File: config.mk
export PLATFORM = sky130hd
export DESIGN_NAME = ugbi_locate
export DESIGN_NICKNAME = d
export VERILOG_FILES = /design/src/hdl/ugbi_pkg.sv /design/src/hdl/ugbi_locate.sv
export SDC_FILE = /design/constraint.sdc
export NUM_CORES = 2
export LEC_CHECK = 0
export CORE_MARGIN = 2
export CORE_UTILIZATION = 45
export DETAILED_ROUTE_END_ITERATION = 10
export DONT_BUFFER_PORTS = 1
export GPL_ROUTABILITY_DRIVEN = 0
export RECOVER_POWER = 50
export SKIP_CTS_REPAIR_TIMING = 1
export SYNTH_ARGS = -nofsm -noshare
export SYNTH_HDL_FRONTEND = slang
export SYNTH_SLANG_ARGS = --single-unit
File: constraint.sdc
create_clock -name aclk -period 8.6 [get_ports aclk]
set_input_delay 1.72 -clock aclk [delete_from_list [all_inputs] [get_ports aclk]]
set_output_delay 1.72 -clock aclk [all_outputs]
set_load 0.02 [all_outputs]
File: src/hdl/ugbi_pkg.sv
// Shared types and constants for the uniform-grid bilinear interpolation core.
// Word layouts of both stream channels, register indexes, and fixed-point constants.
// No dependencies.
`timescale 1ns / 1ps

package ugbi_pkg;

    // Configuration register indexes
    localparam logic [2:0] CFG_ORIGIN_X    = 3'd0;
    localparam logic [2:0] CFG_ORIGIN_Y    = 3'd1;
    localparam logic [2:0] CFG_INV_PITCH_X = 3'd2;
    localparam logic [2:0] CFG_INV_PITCH_Y = 3'd3;
    localparam logic [2:0] CFG_COLS_USED   = 3'd4;
    localparam logic [2:0] CFG_ROWS_USED   = 3'd5;

    localparam int CFG_IDX_W  = 3;
    localparam int CFG_DATA_W = 32;
    localparam int SIZE_W     = 7;

    // Request kinds carried in s_tuser
    localparam logic REQ_QUERY = 1'b0;
    localparam logic REQ_LOAD  = 1'b1;

    // Input word layout, lowest bit first
    localparam int X_LSB     = 0;
    localparam int Y_LSB     = 32;
    localparam int COL_LSB   = 64;
    localparam int ROW_LSB   = 70;
    localparam int VAL_LSB   = 76;
    localparam int S_TDATA_W = 96;
    localparam int M_TDATA_W = 16;

    localparam int COORD_W  = 32;
    localparam int LDIDX_W  = 6;
    localparam int SAMPLE_W = 16;

    // Q1.16 fraction, 0..1.0 inclusive
    localparam int                FRAC_W   = 17;
    localparam logic [FRAC_W-1:0] FRAC_ONE = 17'h1_0000;

    // Blend accumulator and round-half-up bias in Q.32
    localparam int               BLEND_W    = 32;
    localparam int               V_W        = 49;
    localparam logic [V_W-1:0]   ROUND_BIAS = 49'h0_0000_8000_0000;

    // Per-axis result of the locate pipeline
    typedef struct packed {
        logic              clamped;
        logic [FRAC_W-1:0] frac;
    } axis_pos_t;

endpackage

File: src/hdl/ugbi_locate.sv
// Three-stage locate pipeline for one axis: offset, scale by reciprocal pitch,
// clamp to the last full cell and split into cell index and fraction. Uses ugbi_pkg.
`timescale 1ns / 1ps

module ugbi_locate
    import ugbi_pkg::*;
#(
    parameter int NW = 7,
    parameter int CW = 6
) (
    input  logic               aclk,
    input  logic               adv,
    input  logic [COORD_W-1:0] pos,
    input  logic [COORD_W-1:0] org,
    input  logic [COORD_W-1:0] inv,
    input  logic [NW-1:0]      n_eff,
    output logic [CW-1:0]      cell_idx,
    output axis_pos_t          info
);

    logic signed [COORD_W:0]     d_next;
    logic signed [COORD_W:0]     d_reg;
    logic [2*COORD_W-1:0]        p_next;
    logic [2*COORD_W-1:0]        p_reg;
    logic                        neg_reg;
    logic [COORD_W-1:0]          hi;
    logic [COORD_W-1:0]          lo;
    logic [COORD_W-1:0]          nm1;
    logic                        at_top;
    logic                        over;
    logic [CW-1:0]               cell_next;
    logic [CW-1:0]               cell_reg;
    axis_pos_t                   info_next;
    axis_pos_t                   info_reg;

    // Stage 1: offset from the origin, 33-bit signed
    assign d_next = $signed({pos[COORD_W-1], pos}) - $signed({org[COORD_W-1], org});

    // Stage 2: grid position in Q32.32
    assign p_next = (2*COORD_W)'(d_reg[COORD_W-1:0]) * (2*COORD_W)'(inv);

    // Stage 3: clamp to the near and far edges and split cell / fraction
    assign hi     = p_reg[2*COORD_W-1:COORD_W];
    assign lo     = p_reg[COORD_W-1:0];
    assign nm1    = COORD_W'(n_eff) - COORD_W'(1);
    assign at_top = (hi >= nm1);
    assign over   = (hi > nm1) || ((hi == nm1) && (lo != '0));

    always_comb begin
        if (neg_reg) begin
            cell_next         = '0;
            info_next.frac    = '0;
            info_next.clamped = 1'b1;
        end else if (at_top) begin
            cell_next         = CW'(n_eff - NW'(2));
            info_next.frac    = FRAC_ONE;
            info_next.clamped = over;
        end else begin
            cell_next         = hi[CW-1:0];
            info_next.frac    = {1'b0, lo[COORD_W-1:COORD_W-16]};
            info_next.clamped = 1'b0;
        end
    end

    // Advance all three stages together
    always_ff @(posedge aclk) begin
        if (adv) begin
            d_reg    <= d_next;
            p_reg    <= p_next;
            neg_reg  <= d_reg[COORD_W];
            cell_reg <= cell_next;
            info_reg <= info_next;
        end
    end

    assign cell_idx = cell_reg;
    assign info     = info_reg;

endmodule

# After elaboration in Yosys (flattened, before gate mapping)
# Index checks and enable logic that the tools add are counted.
# W data, S select, Z words.
[totals]
ff_bits = 122
output_inout_bits = 24
[op_classes]
n_mul = 1
n_eq_ne = 1
order_cmp = 2
mux = 2
addsub = 3
n_reduce_logical = 4
[ops]
columns = ["cell", "n"]
rows = [
  ["$mul A32 B32 Y64", 1],
  ["$sub A32 B32 Y33", 1],
  ["$eq A32 B32 Y1", 1],
  ["$ge A32 B32 Y1", 1],
  ["$gt A32 B32 Y1", 1],
  ["$reduce_bool A32 Y1", 1],
  ["$mux W18", 1],
  ["$sub A7 B1 Y8 const B", 1],
  ["$mux W6", 1],
  ["$sub A6 B2 Y6 const B", 1],
  ["$reduce_or A2 Y1", 1],
  ["$logic_and A1 B1 Y1", 1],
  ["$logic_or A1 B1 Y1", 1],
]

# Depth between registers and ports, before layout
[logic_depth]
ltp_word = 5
depth_mapped = 28
depth_no_buf = 26

# Least setup slack after synthesis
# OpenSTA, ideal clock, no wires.
[synth_timing]
path_type = "input to register"
start = "input inv[17]"
end = "register p_reg[58], data pin"
arrival_ns = 8.225
slack_ns = 0.109
path_stages = 26
path_buffers = 2
cell_sequence = "clkbuf_1 > and2_1 > fa_1 > inv_1 > fa_1 > inv_1 > fa_1 > inv_1 > fa_1 > inv_1 > fa_1 > fa_1 > fa_1 > fa_1 > ha_1 > clkbuf_1 > a21oi_1 > o21ai_0 > a221o_1 > a221oi_1 > nand3_1 > o21ai_1 > o31ai_2 > a21boi_1 > o21ai_1 > xor2_1"
[synth_via]
elab_chain_len = 1
[synth_rtl]
columns = ["item", "line", "rtl"]
rows = [
  ["start: declaration", "ugbi_locate.sv:15", "input logic [COORD_W-1:0] inv,"],
  ["$mul A32 B32 Y64", "ugbi_locate.sv:40", "assign p_next = (2*COORD_W)'(d_reg[COORD_W-1:0]) * (2*COORD_W)'(inv);"],
  ["via p_next[58]", "ugbi_locate.sv:23", "logic [2*COORD_W-1:0] p_next;"],
  ["end signal: assignment", "ugbi_locate.sv:69", "p_reg <= p_next;"],
  ["end: declaration", "ugbi_locate.sv:24", "logic [2*COORD_W-1:0] p_reg;"],
]
# The timed path passes the listed nets, and every way through them passes these cells.
# A chain may end at the register's enable or synchronous reset.

# Final worst setup path
[layout_timing]
start = "input inv[8]"
end = "register p_reg[57], data pin"
# Same word-level chain as after synthesis.

==> reports/qor.csv <==
metric,value,unit
fin_crit_sh,96.5,%
dp.cells,5237,
fin_cells,5269,
finish.utilization,47.9,%
yosys.area_share.simple,16.8,%
crit_type,primary input to flip-flop,
setup_viol,0,
largest_reg_flops,64,
n_antenna_cell,0,
status,"finished, final reports clean",
ys_ff_latch,122,
clk_path_buf_depth,2,
cts.clk_slew.worst_paths,0.07,ns
viasPerCell,5.23,
synth_flop_cell,edfxtp_1,
root_buffer,clkbuf_16,
yosys_warnings,0,
period_minus_slack,8.30,ns
initial_utilization,45.6,%
cts_buffers,17,
synth_top_family_by_area,adder cells,
cp_max_fo,32,
syn-num-nets,5524,
grt_max_degree,123,
placed_cell_area,41200,µm²
rsz0062_at_grt,no,
synth_edf_count,122,
firstDrtPassIters,5,
syn_area_per_cell,9.46,µm²
ctsHtreeMaxLevel,4,
grt_pass1_wl,171,mm
dieHeight,301,µm
end_kind,flip-flop,
io_pins,129,
muxShareOfSynthArea,0.0252,%
cap_violations,0,
overflow,0,
dp.final_hpwl,86.3,mm
seq_area_frac_synth,9.24,%
final_antenna_net_count,0,
routed_wl,107,mm
drive_gt1_share,4.06,%
synthCells,4192,
worstPathArrival,8.52,ns
synth_xor_area_share,2.19,%
fmax,0.120,GHz
dieArea,90500,µm²
final_max_slew_viol_count,0,
worst_hold_slack,0.573,ns
dieWidth,301,µm
synth_compound_area_share,5.30,%
hold_viol_final,0,
clock_latency,0.49,ns
fill_cells,8375,
drt_iter0_markers,1487,
cts_tree,done,
syn2layout_area_growth,5.18,%
rows,108,
fin_skew,0.0285,ns
hold_class,flip-flop to flip-flop,
fin_nets,5433,
grt_pass1_vias,29897,
core_area,87000,µm²
max-slew-margin-rel,32.3,%
cts_sinks,122,
async_reset_ff_share,0,%
synth_fa_ha_area_share,55.7,%
vias,27539,
worstMarginPinSlew,1.01,ns
critPathLaunchType,primary input,
drc,0,
design_area,41700,µm²
port_buffers,0,
syn_area,39700,µm²
synth_cell_types,59,
required,8.82,ns
track_usage,24.8,%
antenna_found_initial,0,
routedWlPerCell,20.3,µm
[cell usage after synthesis, types with 10 or more instances]
| cell | number | share of area [%] |
|---|---|---|
| o21bai_1 | 18 | 0.34 |
| a21oi_1 | 97 | 1.2 |
| nor2_1 | 54 | 0.51 |
| xor2_1 | 31 | 0.68 |
| and3_1 | 14 | 0.22 |
| clkbuf_1 | 222 | 2.1 |
| and2_1 | 625 | 9.9 |
| nand4_1 | 25 | 0.39 |
| a31oi_1 | 18 | 0.28 |
| nor2b_1 | 22 | 0.35 |
| a211oi_1 | 10 | 0.19 |
| nor3_1 | 13 | 0.16 |
| xnor2_1 | 68 | 1.5 |
| inv_1 | 906 | 8.6 |
| nand2_1 | 487 | 4.6 |
| a21o_1 | 67 | 1.3 |
| nand2b_1 | 12 | 0.19 |
| fa_1 | 897 | 45 |
| o21ai_0 | 51 | 0.64 |
| ha_1 | 330 | 10 |
| edfxtp_1 | 122 | 9.2 |
| nand3_1 | 18 | 0.23 |
[worst paths after layout]
| check | start | endpoint | slack (ns) | cells after the start |
|---|---|---|---|---|
| setup / recovery | inv[8] | p_reg[57] | 0.30 | 22 |
| hold / removal | p_reg[25] | info[9] | 0.57 | 1 |
| hold reg to reg | p_reg[25] | info[9] | 0.57 | 1 |
| setup reg to reg | d_reg[16] | p_reg[60] | 0.40 | 24 |
[cells by family after synthesis]
family / Yosys count
buf+inv: 1135
fa+ha+maj: 1227
simple gates: 1288
xor+xnor: 99
compound gates: 320
mux: 1
flops: 122
[stage by stage]
stage          setup slack (ns)  TNS, ns
2_1_floorplan             0.109        0
3_3_place_gp             -0.173    -1.20
3_5_place_dp             -0.264    -1.83
4_1_cts                   0.241        0
5_1_grt                  0.0308        0
6_report                  0.300        0
[per-layer routing]
layer  vias up  wire length [µm]  GRT usage, %
met1     14392             41600          30.0
met5         -                 0             0
met3       179              4280          3.02
met2       669             57300          45.1
li1      12299                 -             -
met4         0              4050          9.25
[critical path: stages]
cell	delay, ns
and2_1	0.16
fa_1	0.52
fa_1	0.54
inv_1	0.06
fa_1	0.57
fa_1	0.47
fa_1	0.55
inv_1	0.06
fa_1	0.51
fa_1	0.43
fa_1	0.49
ha_1	0.31
a21oi_1	0.22
o21ai_0	0.18
a311oi_1	0.38
nor2_1	0.09
a221oi_2	0.37
o21a_2	0.28
nand2_2	0.08
a21bo_4	0.26
a31oi_4	0.16
xnor2_1	0.09
[layout make-up]
class / instances / area, µm² / area share (%)
clock inverter: 15 / 139 / 0.333
clock buffer: 17 / 425 / 1.02
inverter: 906 / 3400 / 8.15
tap: 1155 / 1450 / 3.46
timing repair buffer: 119 / 898 / 2.15
sequential: 122 / 3660 / 8.78
multi-input combinational: 2935 / 31800 / 76.1
[placed cells by master (no fill, tap or decap), types with 22 or more instances in the layout]
cell type and instances:
inv_1 906, nor2_1 54, edfxtp_1 122, nor2b_1 22, nand2_1 487, xnor2_1 68, fa_1 897, nand4_1 25
xor2_1 31, and2_1 625, buf_4 116, o21ai_0 51, ha_1 330, a21oi_1 96, a21o_1 67
Power is not shown: default switching activity piles up to over one toggle a cycle in this logic, so the estimate is an artifact.
